==> config.mk <==
export PLATFORM = sky130hd
export DESIGN_NAME = indexed_list_store_unit
export DESIGN_NICKNAME = d
export VERILOG_FILES = /design/src/sv/ils_pkg.sv /design/src/sv/ils_ram.sv /design/src/sv/ils_ctrl.sv /design/src/sv/ils_datapath.sv /design/src/sv/indexed_list_store_unit.sv
export SDC_FILE = /design/constraint.sdc
export NUM_CORES = 2
export LEC_CHECK = 0
export BUFFER_PORTS_ARGS = -buffer_cell sky130_fd_sc_hd__buf_2
export CORE_MARGIN = 8
export CORE_UTILIZATION = 50
export DETAILED_ROUTE_END_ITERATION = 8
export MAX_ROUTING_LAYER = met4
export PLACE_DENSITY = 0.69
export SYNTH_ARGS = -nofsm -noshare
export SYNTH_HDL_FRONTEND = slang
export SYNTH_HIERARCHICAL = 1
export SYNTH_SLANG_ARGS = --single-unit
==> constraint.sdc <==
create_clock -name clk -period 18.7 [get_ports clk]
set_input_delay 3.74 -clock clk [delete_from_list [all_inputs] [get_ports clk]]
set_output_delay 3.74 -clock clk [all_outputs]
set_load 0.005 [all_outputs]
==> src/sv/ils_pkg.sv <==
// Package for the indexed list store: field widths, request and status codes,
// and the command and status structs that join the controller and datapath.
// Depends on nothing.
`default_nettype none

package ils_pkg;

  localparam int DEPTH_DEF       = 64;
  localparam int VALUE_WIDTH_DEF = 32;

  localparam int OP_W     = 3;
  localparam int INDEX_W  = 6;
  localparam int DATA_W   = 32;
  localparam int COUNT_W  = 7;
  localparam int STATUS_W = 3;

  // Request codes carried in the op field.
  localparam logic [OP_W-1:0] OP_PUSH   = 3'd0;
  localparam logic [OP_W-1:0] OP_POP    = 3'd1;
  localparam logic [OP_W-1:0] OP_DELETE = 3'd2;
  localparam logic [OP_W-1:0] OP_READ   = 3'd3;
  localparam logic [OP_W-1:0] OP_WRITE  = 3'd4;

  // Result status codes.
  localparam logic [STATUS_W-1:0] ST_OK           = 3'd0;
  localparam logic [STATUS_W-1:0] ST_EMPTY        = 3'd1;
  localparam logic [STATUS_W-1:0] ST_DEL_OVERSTEP = 3'd2;
  localparam logic [STATUS_W-1:0] ST_RW_FAIL      = 3'd3;
  localparam logic [STATUS_W-1:0] ST_FULL         = 3'd4;

  typedef enum logic {
    RD_SWEEP,
    RD_INDEX
  } rd_sel_t;

  typedef enum logic [1:0] {
    WR_SHIFT,
    WR_HEAD,
    WR_INDEX
  } wr_sel_t;

  typedef struct packed {
    logic                load;
    logic                start_up;
    logic                start_dn;
    logic                step;
    logic                dir_up;
    logic                rd_en;
    rd_sel_t             rd_sel;
    logic                wr_en;
    wr_sel_t             wr_sel;
    logic                cnt_inc;
    logic                cnt_dec;
    logic                out_load;
    logic                rd_result;
    logic [STATUS_W-1:0] status;
  } cmd_t;

  typedef struct packed {
    logic [OP_W-1:0] op;
    logic            full;
    logic            empty;
    logic            idx_ok;
    logic            idx_last;
    logic            last_up;
    logic            last_dn;
  } stat_t;

endpackage

`default_nettype wire

==> src/sv/ils_ram.sv <==
// Generic single-write, single-read RAM with a registered read port.
// Depends on nothing.
`default_nettype none

module ils_ram #(
  parameter int WIDTH = 32,
  parameter int DEPTH = 64
) (
  input  wire logic                     clk,
  input  wire logic                     we,
  input  wire logic [$clog2(DEPTH)-1:0] waddr,
  input  wire logic [WIDTH-1:0]         wdata,
  input  wire logic                     re,
  input  wire logic [$clog2(DEPTH)-1:0] raddr,
  output logic      [WIDTH-1:0]         rdata
);

  logic [WIDTH-1:0] mem [DEPTH];

  always_ff @(posedge clk) begin
    if (we) begin
      mem[waddr] <= wdata;
    end
    if (re) begin
      rdata <= mem[raddr];
    end
  end

endmodule

`default_nettype wire

==> src/sv/ils_ctrl.sv <==
// Controller state machine for the indexed list store.
// Depends on ils_pkg; drives the datapath through cmd_t and reads stat_t.
`default_nettype none

module ils_ctrl (
  input  wire logic           clk,
  input  wire logic           rst,
  input  wire logic           in_valid,
  output logic                in_stall,
  output logic                out_valid,
  input  wire logic           out_stall,
  output ils_pkg::cmd_t       cmd,
  input  wire ils_pkg::stat_t stat
);

  import ils_pkg::*;

  typedef enum logic [8:0] {
    S_IDLE       = 9'b000000001,
    S_EXEC       = 9'b000000010,
    S_PUSH_SHIFT = 9'b000000100,
    S_PUSH_TAIL  = 9'b000001000,
    S_PUSH_HEAD  = 9'b000010000,
    S_DEL_SHIFT  = 9'b000100000,
    S_DEL_TAIL   = 9'b001000000,
    S_DEL_END    = 9'b010000000,
    S_DONE       = 9'b100000000
  } state_t;

  state_t              state, state_next;
  logic [STATUS_W-1:0] st_code, st_code_next;
  logic                have_q, have_q_next;
  logic                out_free;

  assign in_stall = (state != S_IDLE);
  assign out_free = !out_valid || !out_stall;

  always_comb begin
    cmd          = '0;
    state_next   = state;
    st_code_next = st_code;
    have_q_next  = have_q;
    case (state)
      S_IDLE: begin
        cmd.load = in_valid;
        if (in_valid) begin
          state_next = S_EXEC;
        end
      end
      S_EXEC: begin
        have_q_next  = 1'b0;
        st_code_next = ST_OK;
        state_next   = S_DONE;
        case (stat.op)
          OP_PUSH: begin
            if (stat.full) begin
              st_code_next = ST_FULL;
            end else if (stat.empty) begin
              state_next = S_PUSH_HEAD;
            end else begin
              cmd.start_up = 1'b1;
              state_next   = S_PUSH_SHIFT;
            end
          end
          OP_POP, OP_DELETE: begin
            if (!stat.idx_ok) begin
              st_code_next = (stat.op == OP_POP) ? ST_EMPTY : ST_DEL_OVERSTEP;
            end else if (stat.idx_last) begin
              state_next = S_DEL_END;
            end else begin
              cmd.start_dn = 1'b1;
              state_next   = S_DEL_SHIFT;
            end
          end
          OP_READ: begin
            if (!stat.idx_ok) begin
              st_code_next = ST_RW_FAIL;
            end else begin
              cmd.rd_en  = 1'b1;
              cmd.rd_sel = RD_INDEX;
            end
          end
          OP_WRITE: begin
            if (!stat.idx_ok) begin
              st_code_next = ST_RW_FAIL;
            end else begin
              cmd.wr_en  = 1'b1;
              cmd.wr_sel = WR_INDEX;
            end
          end
          default: begin
            st_code_next = ST_OK;
          end
        endcase
      end
      S_PUSH_SHIFT: begin
        cmd.step    = 1'b1;
        cmd.dir_up  = 1'b1;
        cmd.rd_en   = 1'b1;
        cmd.rd_sel  = RD_SWEEP;
        cmd.wr_en   = have_q;
        cmd.wr_sel  = WR_SHIFT;
        have_q_next = 1'b1;
        if (stat.last_up) begin
          state_next = S_PUSH_TAIL;
        end
      end
      S_PUSH_TAIL: begin
        cmd.wr_en  = 1'b1;
        cmd.wr_sel = WR_SHIFT;
        state_next = S_PUSH_HEAD;
      end
      S_PUSH_HEAD: begin
        cmd.wr_en   = 1'b1;
        cmd.wr_sel  = WR_HEAD;
        cmd.cnt_inc = 1'b1;
        state_next  = S_DONE;
      end
      S_DEL_SHIFT: begin
        cmd.step    = 1'b1;
        cmd.dir_up  = 1'b0;
        cmd.rd_en   = 1'b1;
        cmd.rd_sel  = RD_SWEEP;
        cmd.wr_en   = have_q;
        cmd.wr_sel  = WR_SHIFT;
        have_q_next = 1'b1;
        if (stat.last_dn) begin
          state_next = S_DEL_TAIL;
        end
      end
      S_DEL_TAIL: begin
        cmd.wr_en   = 1'b1;
        cmd.wr_sel  = WR_SHIFT;
        cmd.cnt_dec = 1'b1;
        state_next  = S_DONE;
      end
      S_DEL_END: begin
        cmd.cnt_dec = 1'b1;
        state_next  = S_DONE;
      end
      S_DONE: begin
        cmd.status    = st_code;
        cmd.rd_result = (stat.op == OP_READ) && (st_code == ST_OK);
        if (out_free) begin
          cmd.out_load = 1'b1;
          state_next   = S_IDLE;
        end
      end
      default: begin
        state_next = S_IDLE;
      end
    endcase
  end

  always_ff @(posedge clk) begin
    if (rst) begin
      state     <= S_IDLE;
      st_code   <= ST_OK;
      have_q    <= 1'b0;
      out_valid <= 1'b0;
    end else begin
      state   <= state_next;
      st_code <= st_code_next;
      have_q  <= have_q_next;
      if (cmd.out_load) begin
        out_valid <= 1'b1;
      end else if (!out_stall) begin
        out_valid <= 1'b0;
      end
    end
  end

endmodule

`default_nettype wire

==> src/sv/ils_datapath.sv <==
// Datapath of the indexed list store: request registers, entry count, sweep
// pointers, the entry RAM and the result registers.
// Depends on ils_pkg and ils_ram.
`default_nettype none

module ils_datapath #(
  parameter int DEPTH       = ils_pkg::DEPTH_DEF,
  parameter int VALUE_WIDTH = ils_pkg::VALUE_WIDTH_DEF
) (
  input  wire logic                         clk,
  input  wire logic                         rst,
  input  wire ils_pkg::cmd_t                cmd,
  output ils_pkg::stat_t                    stat,
  input  wire logic [ils_pkg::OP_W-1:0]     op,
  input  wire logic [ils_pkg::INDEX_W-1:0]  index,
  input  wire logic [ils_pkg::DATA_W-1:0]   write_value,
  output logic      [ils_pkg::STATUS_W-1:0] status,
  output logic      [ils_pkg::DATA_W-1:0]   read_value,
  output logic      [ils_pkg::COUNT_W-1:0]  entry_count
);

  import ils_pkg::*;

  localparam int AW   = $clog2(DEPTH);
  localparam int CW   = $clog2(DEPTH + 1);
  localparam int CMPW = ((CW > INDEX_W) ? CW : INDEX_W) + 1;

  logic [OP_W-1:0]        op_r;
  logic [INDEX_W-1:0]     idx_r;
  logic [VALUE_WIDTH-1:0] val_r;
  logic [CW-1:0]          count;
  logic [AW-1:0]          ptr;
  logic [AW-1:0]          wptr;

  logic [63:0]            val_wide;
  logic [63:0]            q_wide;
  logic [CMPW-1:0]        idx_c;
  logic [CMPW-1:0]        cnt_c;
  logic [AW-1:0]          idx_a;
  logic [AW-1:0]          cnt_last;
  logic [AW-1:0]          raddr;
  logic [AW-1:0]          waddr;
  logic [VALUE_WIDTH-1:0] wdata;
  logic [VALUE_WIDTH-1:0] q;

  assign val_wide = 64'(write_value);
  assign q_wide   = 64'(q);
  assign idx_c    = CMPW'(idx_r);
  assign cnt_c    = CMPW'(count);
  assign idx_a    = AW'(idx_r);
  assign cnt_last = AW'(count - CW'(1));

  assign stat.op       = op_r;
  assign stat.full     = (count >= CW'(DEPTH));
  assign stat.empty    = (count == '0);
  assign stat.idx_ok   = (idx_c < cnt_c);
  assign stat.idx_last = ((idx_c + CMPW'(1)) == cnt_c);
  assign stat.last_up  = (ptr == '0);
  assign stat.last_dn  = (ptr == cnt_last);

  assign raddr = (cmd.rd_sel == RD_SWEEP) ? ptr : idx_a;

  always_comb begin
    case (cmd.wr_sel)
      WR_SHIFT: waddr = wptr;
      WR_HEAD:  waddr = '0;
      WR_INDEX: waddr = idx_a;
      default:  waddr = wptr;
    endcase
    wdata = (cmd.wr_sel == WR_SHIFT) ? q : val_r;
  end

  ils_ram #(
    .WIDTH (VALUE_WIDTH),
    .DEPTH (DEPTH)
  ) u_ram (
    .clk   (clk),
    .we    (cmd.wr_en),
    .waddr (waddr),
    .wdata (wdata),
    .re    (cmd.rd_en),
    .raddr (raddr),
    .rdata (q)
  );

  // A pop is a delete at the front, so its position is stored as zero.
  always_ff @(posedge clk) begin
    if (cmd.load) begin
      op_r  <= op;
      idx_r <= (op == OP_POP) ? '0 : index;
      val_r <= val_wide[VALUE_WIDTH-1:0];
    end
    if (cmd.start_up) begin
      ptr <= AW'(count - CW'(1));
    end else if (cmd.start_dn) begin
      ptr <= idx_a + AW'(1);
    end else if (cmd.step) begin
      ptr  <= cmd.dir_up ? (ptr - AW'(1)) : (ptr + AW'(1));
      wptr <= cmd.dir_up ? (ptr + AW'(1)) : (ptr - AW'(1));
    end
    if (cmd.out_load) begin
      status      <= cmd.status;
      read_value  <= cmd.rd_result ? q_wide[DATA_W-1:0] : '0;
      entry_count <= COUNT_W'(count);
    end
  end

  always_ff @(posedge clk) begin
    if (rst) begin
      count <= '0;
    end else if (cmd.cnt_inc) begin
      count <= count + CW'(1);
    end else if (cmd.cnt_dec) begin
      count <= count - CW'(1);
    end
  end

endmodule

`default_nettype wire

==> src/sv/indexed_list_store_unit.sv <==
// Top level of the indexed list store: a bounded ordered list held in a RAM.
// Depends on ils_pkg, ils_ctrl, ils_datapath and, through it, ils_ram.
`default_nettype none

// Channel   Direction  Handshake            Payload
// request   in         in_valid / in_stall  op, index, write_value
// result    out        out_valid / out_stall status, read_value, entry_count
//
// A request that moves no entries passes through accept, decide and deliver. A
// push onto a non-empty list adds an upward shifting sweep, a tail write and a
// head write (just the head write onto an empty list); a delete or pop adds a
// downward sweep and a tail write (just a count update at the tail). The single
// RAM write port moves one entry per cycle. Reset clears the entry count and all
// control state; entries hold no reset value. The next request is taken while
// the previous result still waits, and a stalled result only delays delivery.

module indexed_list_store_unit #(
  parameter int DEPTH       = ils_pkg::DEPTH_DEF,
  parameter int VALUE_WIDTH = ils_pkg::VALUE_WIDTH_DEF
) (
  input  wire logic                         clk,
  input  wire logic                         rst,
  input  wire logic                         in_valid,
  output logic                              in_stall,
  input  wire logic [ils_pkg::OP_W-1:0]     op,
  input  wire logic [ils_pkg::INDEX_W-1:0]  index,
  input  wire logic [ils_pkg::DATA_W-1:0]   write_value,
  output logic                              out_valid,
  input  wire logic                         out_stall,
  output logic      [ils_pkg::STATUS_W-1:0] status,
  output logic      [ils_pkg::DATA_W-1:0]   read_value,
  output logic      [ils_pkg::COUNT_W-1:0]  entry_count
);

  import ils_pkg::*;

  // Commands flow from the controller; flags about the count, the index and
  // the sweep pointer flow back.
  cmd_t  cmd;
  stat_t stat;

  ils_ctrl u_ctrl (
    .clk       (clk),
    .rst       (rst),
    .in_valid  (in_valid),
    .in_stall  (in_stall),
    .out_valid (out_valid),
    .out_stall (out_stall),
    .cmd       (cmd),
    .stat      (stat)
  );

  // The datapath stores the request, runs the shifting sweeps in the RAM and
  // holds the result registers that the result channel transfers from.
  ils_datapath #(
    .DEPTH       (DEPTH),
    .VALUE_WIDTH (VALUE_WIDTH)
  ) u_datapath (
    .clk         (clk),
    .rst         (rst),
    .cmd         (cmd),
    .stat        (stat),
    .op          (op),
    .index       (index),
    .write_value (write_value),
    .status      (status),
    .read_value  (read_value),
    .entry_count (entry_count)
  );

endmodule

`default_nettype wire

-- Word level (Yosys, flattened, before mapping)
Memory sizes are Yosys's and may differ from the RTL's. A register that Yosys moved wholly into a read port is not among the register bits.
Cells that the tools add are included.
- memories kept: 1
- output and inout port bits: 44
- flip-flop bits (word level): 116
- input bits: 45
- bits in writable memories: 2048
- word-level logic and storage cells: 117
- memories (memory ; depth ; bits a word ; rd ports ; clocked after memory_dff ; wr ports ; line ; source):
    u_datapath.u_ram.mem ; 64 ; 32 ; 1 ; 1 ; 1 ; ils_ram.sv:18 ; logic [WIDTH-1:0] mem [DEPTH];
- $lt $le $gt $ge: 2
- $add $sub $neg: 6
- reductions and logical operators: 20
- bitwise gates (word level): 2
- equality and inequality tests: 24
- muxes and demuxes: 49
- operators with widths (operator ; number):
    one-hot mux 9 bit (7 select lines) ; 1
    two-way mux 9 bit ; 6
    two-way mux 6 bit ; 6
    two-way mux 32 bit ; 1
    one-hot mux 9 bit (2 select lines) ; 1
    two-way mux 1 bit ; 14
    two-way mux 7 bit ; 2
    adder 6 x 1 -> 6 bit (second input constant) ; 2
    two-way mux 3 bit ; 4
    one-hot mux 3 bit (4 select lines) ; 1
    one-hot mux 6 bit (2 select lines) ; 1
    two-way mux 2 bit ; 5
    two-way mux 5 bit ; 2
    OR reduction 2 bit ; 5
    == test 9 x 1 -> 1 bit (second input constant) ; 1
    == test 9 x 2 -> 1 bit (second input constant) ; 1
    == test 9 x 3 -> 1 bit (second input constant) ; 1
    == test 9 x 4 -> 1 bit (second input constant) ; 1
    == test 9 x 5 -> 1 bit (second input constant) ; 1
    == test 9 x 6 -> 1 bit (second input constant) ; 1
    == test 9 x 7 -> 1 bit (second input constant) ; 1
    == test 9 x 8 -> 1 bit (second input constant) ; 1
    == test 9 bit (second input constant) ; 1
    != test 9 x 1 -> 1 bit (second input constant) ; 1
    32 further kinds ; 42

-- Longest topological paths before layout
- depth after elaboration: 8
- gate-level depth with buffers: 21
- depth with buffers taken out: 15

-- Cells and area by module
The synthesis kept the hierarchy.
- modules (own cells, without submodules) (module ; cells an instance ; times used ; area each (um^2)):
    ils_ram ; 3324 ; 1 ; 78835.6
    ils_datapath ; 391 ; 1 ; 5033.6
    ils_ctrl ; 133 ; 1 ; 1092.3

-- Worst setup path after synthesis
Ideal clock, no wire load.
- path kind: input-to-reg
- start point: in out_stall
- end point: reg u_datapath/entry_count[0] (netlist name) (enable)
- data arrival time: 5822 ps
- buffers on the path: 0
- path slack: 12423 ps
- stages on the path: 1
- library setup time: 455 ps
- required time: 18245 ps
- cells stage by stage: a21oi_1
- cells in the longest elaborated chain, start to end: 4
- ends and longest elaborated chain (element ; line ; source):
    start, declared ; indexed_list_store_unit.sv:29 ; input wire logic out_stall,
    zero test 1 bit ; ils_ctrl.sv:36 ; assign out_free = !out_valid || !out_stall;
    logical OR 1 bit ; ils_ctrl.sv:36 ;
    two-way mux 1 bit ; ils_ctrl.sv:144 ; if (out_free) begin
    two-way mux 5 bit ; ils_ctrl.sv:43 ; case (state)
    end signal, assigned ; ils_datapath.sv:104 ; entry_count <= COUNT_W'(count);
    end, declared ; ils_datapath.sv:19 ; output logic [ils_pkg::COUNT_W-1:0] entry_count
Every way passes these cells.
A chain may end at the register's enable or synchronous reset.

==> results by group <==
Worst setup path
  – CP Max Fanout: 45
  – Worst r2r src: u_datapath/count[1]$_SDFFE_PP0P_
  – CP bufs+invs: 4
  – Worst path required time: 19.21 ns
  – FF-to-FF setup slack: 11.50 ns
  – Reg2Reg Depth: 17
  – CP Launch Type: flip-flop
  – CP top delay family: buffers and inverters
  – Crit Path Class: reg2reg
  – CP arrival: 7.71 ns
  – Crit-path cells: inv_1 -> ha_1 -> nor2b_1 -> o21a_1 -> o211ai_1 -> a311o_1 -> and3_1 -> nand2_1 -> o21ai_4 -> buf_4 -> buf_4 -> buf_4 -> mux4_2 -> nor2b_1 -> a21oi_1 -> a311oi_1 -> nor3_1
  – Worst R2R End: u_datapath/u_ram/rdata[20]$_DFFE_PP_
  – Cell mode on critical path: buf_4
  – Capturing element type of the critical path: flip-flop
  – CP max stage delay: 0.78 ns
  – Crit-path slowest cell: buf_4

Clock tree
  – TritonCTS buffer count: 209
  – Reg clk slew, reported paths: 0.06 ns
  – CTS H-tree depth: 4
  – Clock Path Buffers: 3
  – CTS tree: built
  – Post-CTS Setup Bufs: 0
  – Root Driver: clkbuf_16
  – Cts repair resizes: 0
  – # clock sinks: 2196
  – # hold bufs at CTS: 0
  – Worst skew pair latency: 0.83 ns

Outcome
  – Status: finished clean

Global routing
  – Initial antenna violation count: 4
  – Vias in the first global route: 40800
  – Total gr overflow: 0
  – Total track usage: 23.1%
  – Largest net degree at the start of global routing: 135
  – First-pass GRT wire length: 298000 um

Logic synthesis
  – Top cells by area, synth: edfxtp_1 77%, mux4_2 14%, mux2i_1 1.2%, nor2_1 0.73%, o22ai_1 0.63%
  – Top FF cell, synth: edfxtp_1
  – Top cell type's share of synthesized area: 76.9%
  – EDFF count, synth: 2175
  – Largest area contributor in the netlist: edfxtp_1
  – Asr flop ratio synth: 0%
  – Synth Cell Area: 85000 um2
  – Post-synthesis register bit count: 2196
  – Mean Syn Cell Area: 22.1 um2
  – Post-synth cell types: 72
  – Yosys synthesis warning count: 6
  – Post-Syn Instances: 3848
  – Register area share after synthesis: 77.4%
  – Syn_nets: 3908

Routing
  – 1st-iter DRT viols: 5606
  – Vias per cell: 6.40
  – WL final: 210000 um
  – Via count: 41100
  – Wire per inst: 32.7 um
  – Detailed-route DRC error count: 0
  – Final ANT Viol Nets: 0
  – First-pass DRT Iterations: 5

Placed design
  – Place WS: 11.52 ns
  – Post-DP HPWL: 110000 um
  – Cell Area, Placed: 88500 um2
  – RePlAce Congestion: 0.834
  – I/O Buffers: 88

Layout
  – Share of cells above drive strength 1: 27.7%
  – Total Nets Final: 4095
  – Most common cell after layout, fill and taps aside: edfxtp_1
  – Layout Area Growth over Synthesis: 12.0%
  – Fillers: 12000
  – Most frequent cells in the layout: 2175 x edfxtp_1, 544 x mux4_2, 212 x clkbuf_16
  – Multi-input logic area: 18600 um2
  – Final Cell Area: 95200 um2
  – Sequential cell area: 65700 um2

Run
  – Max-cap violations: 0

Timing
  – Fin Setup TNS: 0 ns
  – Final WS setup: 11.50 ns
  – RSZ-0062 raised after global routing: false
  – FMAX: 139 MHz
  – Clk_skew: 0.0371 ns
  – Min cycle time layout: 7.20 ns
  – Slew Viols, Final: 0
  – Fin crit share: 38.5%
  – Hold Fails Final Rpt: 0
  – Slew margin rel.: 11.8%
  – Final Setup Violations: 0
  – Worst Tran Pin Value: 1.32 ns

Die
  – Row count: 151
  – Initial cell density of the core: 50.2%
  – # IOs: 89
  – Core Area: 169000 um2
  – Die W: 428 um
  – Die ar.: 183000 um2
  – Die height: 428 um

Worst hold path
  – Hold Path Class: reg2reg
  – Min-Delay Path Depth: 2
  – Worst Hold End: u_ctrl/st_code[2]$_SDFFE_PP0P_
  – Hold Crit Start: u_ctrl/st_code[2]$_SDFFE_PP0P_

Power
  – Leak: 29.8 nW
  – PwrDens: 101 nW/um2
  – Final total power: 9.66 mW
  – VDD IR-drop max: 0.0000932 V
[state kept, by name (all words and copies together), names as in the netlist]
signal                  flops
u_datapath/read_value      32
u_datapath/val_r           32
u_datapath/status           3
u_datapath/entry_count      7
u_ctrl/state                9
u_datapath/ptr              6
u_datapath/op_r             3
u_ctrl/have_q               1
u_datapath/u_ram/rdata     32
u_datapath/wptr             6
u_ctrl/st_code              3
u_datapath/count            7
u_datapath/idx_a            6
u_ctrl/out_valid            1
u_datapath/u_ram/mem     2048
[cells by family (layout without fill, tap and decap cells)]
| group | Yosys count | after routing | share of synthesized area (%) |
|---|---|---|---|
| buffers and inverters | 247 | 603 | 1.37 |
| AO/OA/AOI/OAI | 265 | 265 | 2.04 |
| XOR/XNOR | 34 | 34 | 0.399 |
| adder cells (fa/ha/maj) | 15 | 15 | 0.221 |
| multiplexers | 681 | 681 | 16.1 |
| flip-flops | 2196 | 2196 | 77.4 |
| AND/OR/NAND/NOR | 410 | 410 | 2.52 |
| other | 0 | 2 | 0 |
[through the flow]
step / std cells / util [%] / hold WS, ns
finish: 6424 / 56.3 / 0.529
global route: 6423 / 56.3 / 0.564
CTS: 6422 / 56.3 / 0.532
detailed placement: 6042 / 52.4 / 0.518
global placement: 6042 / 52.4 / 0.495
floorplan: 3848 / - / 0.403
[layer usage]
| metal | track usage, % | vias to the layer above | part of all wire, % |
|---|---|---|---|
| met1 | 31.7 | 21900 | 39 |
| li1 | - | 16600 | - |
| met2 | 36.3 | 2247 | 48 |
| met3 | 4.30 | 314 | 10 |
| met4 | 5.69 | 0 | 2.6 |
| met5 | - | - | 0 |
[Yosys cell counts (all sizes together), types with 8 or more instances]
| cell type | instances |
|---|---|
| clkbuf | 100 |
| mux2 | 35 |
| o21ai | 17 |
| nand2 | 46 |
| dfxtp | 21 |
| xnor2 | 17 |
| edfxtp | 2175 |
| buf | 122 |
| nand2b | 11 |
| a22oi | 14 |
| ha | 15 |
| o221ai | 27 |
| nor3 | 19 |
| nor2 | 167 |
| mux2i | 102 |
| a311oi | 8 |
| inv | 25 |
| o22ai | 86 |
| mux4 | 544 |
| or3 | 10 |
| nand3 | 19 |
| a21oi | 74 |
| and3 | 11 |
| xor2 | 14 |
| and2 | 40 |
| nor2b | 26 |
[worst max path at each step]
stage	from	to	slack, ns	depth (start not counted)
after floorplan	out_stall	u_datapath/entry_count[0]$_DFFE_PP_	12.42	1
after global placement	u_datapath/count[1]$_SDFFE_PP0P_	u_datapath/u_ram/rdata[6]$_DFFE_PP_	11.55	17
after detailed placement	u_datapath/count[1]$_SDFFE_PP0P_	u_datapath/u_ram/rdata[6]$_DFFE_PP_	11.52	17
after CTS	u_datapath/count[1]$_SDFFE_PP0P_	u_datapath/u_ram/rdata[6]$_DFFE_PP_	11.49	17
after global routing	u_datapath/count[1]$_SDFFE_PP0P_	u_datapath/u_ram/rdata[20]$_DFFE_PP_	10.90	17
final	u_datapath/count[1]$_SDFFE_PP0P_	u_datapath/u_ram/rdata[20]$_DFFE_PP_	11.50	17
[power by group]
part | switching [mW] | leakage (nW) | internal (mW)
Sequential | 0.0193 | 19.8 | 5.36
Combinational | 0.101 | 6.75 | 0.0649
Clock | 1.79 | 3.24 | 2.32
[final cells by class]
class                   instances  area share, %
flip-flops and latches       2196           69.1
multi-input cells            1405           19.6
clock buffers                 247           5.71
well taps                    2218           2.92
repair buffers                198           1.38
clock inverters               133           1.26
inverters                      25         0.0986
diodes                          2        0.00526
[worst register-to-register path, stage by stage (launching register included)]
cell and delay, ns:
dfxtp_1 0.53, inv_1 0.14, ha_1 0.31, nor2b_1 0.13, o21a_1 0.17, o211ai_1 0.18
a311o_1 0.31, and3_1 0.60, nand2_1 0.20, o21ai_4 0.36, buf_4 0.65, buf_4 0.81
buf_4 0.84, mux4_2 0.63, nor2b_1 0.11, a21oi_1 0.04, a311oi_1 0.74, nor3_1 0.16
Note: power is estimated with default switching activity, not from simulation.
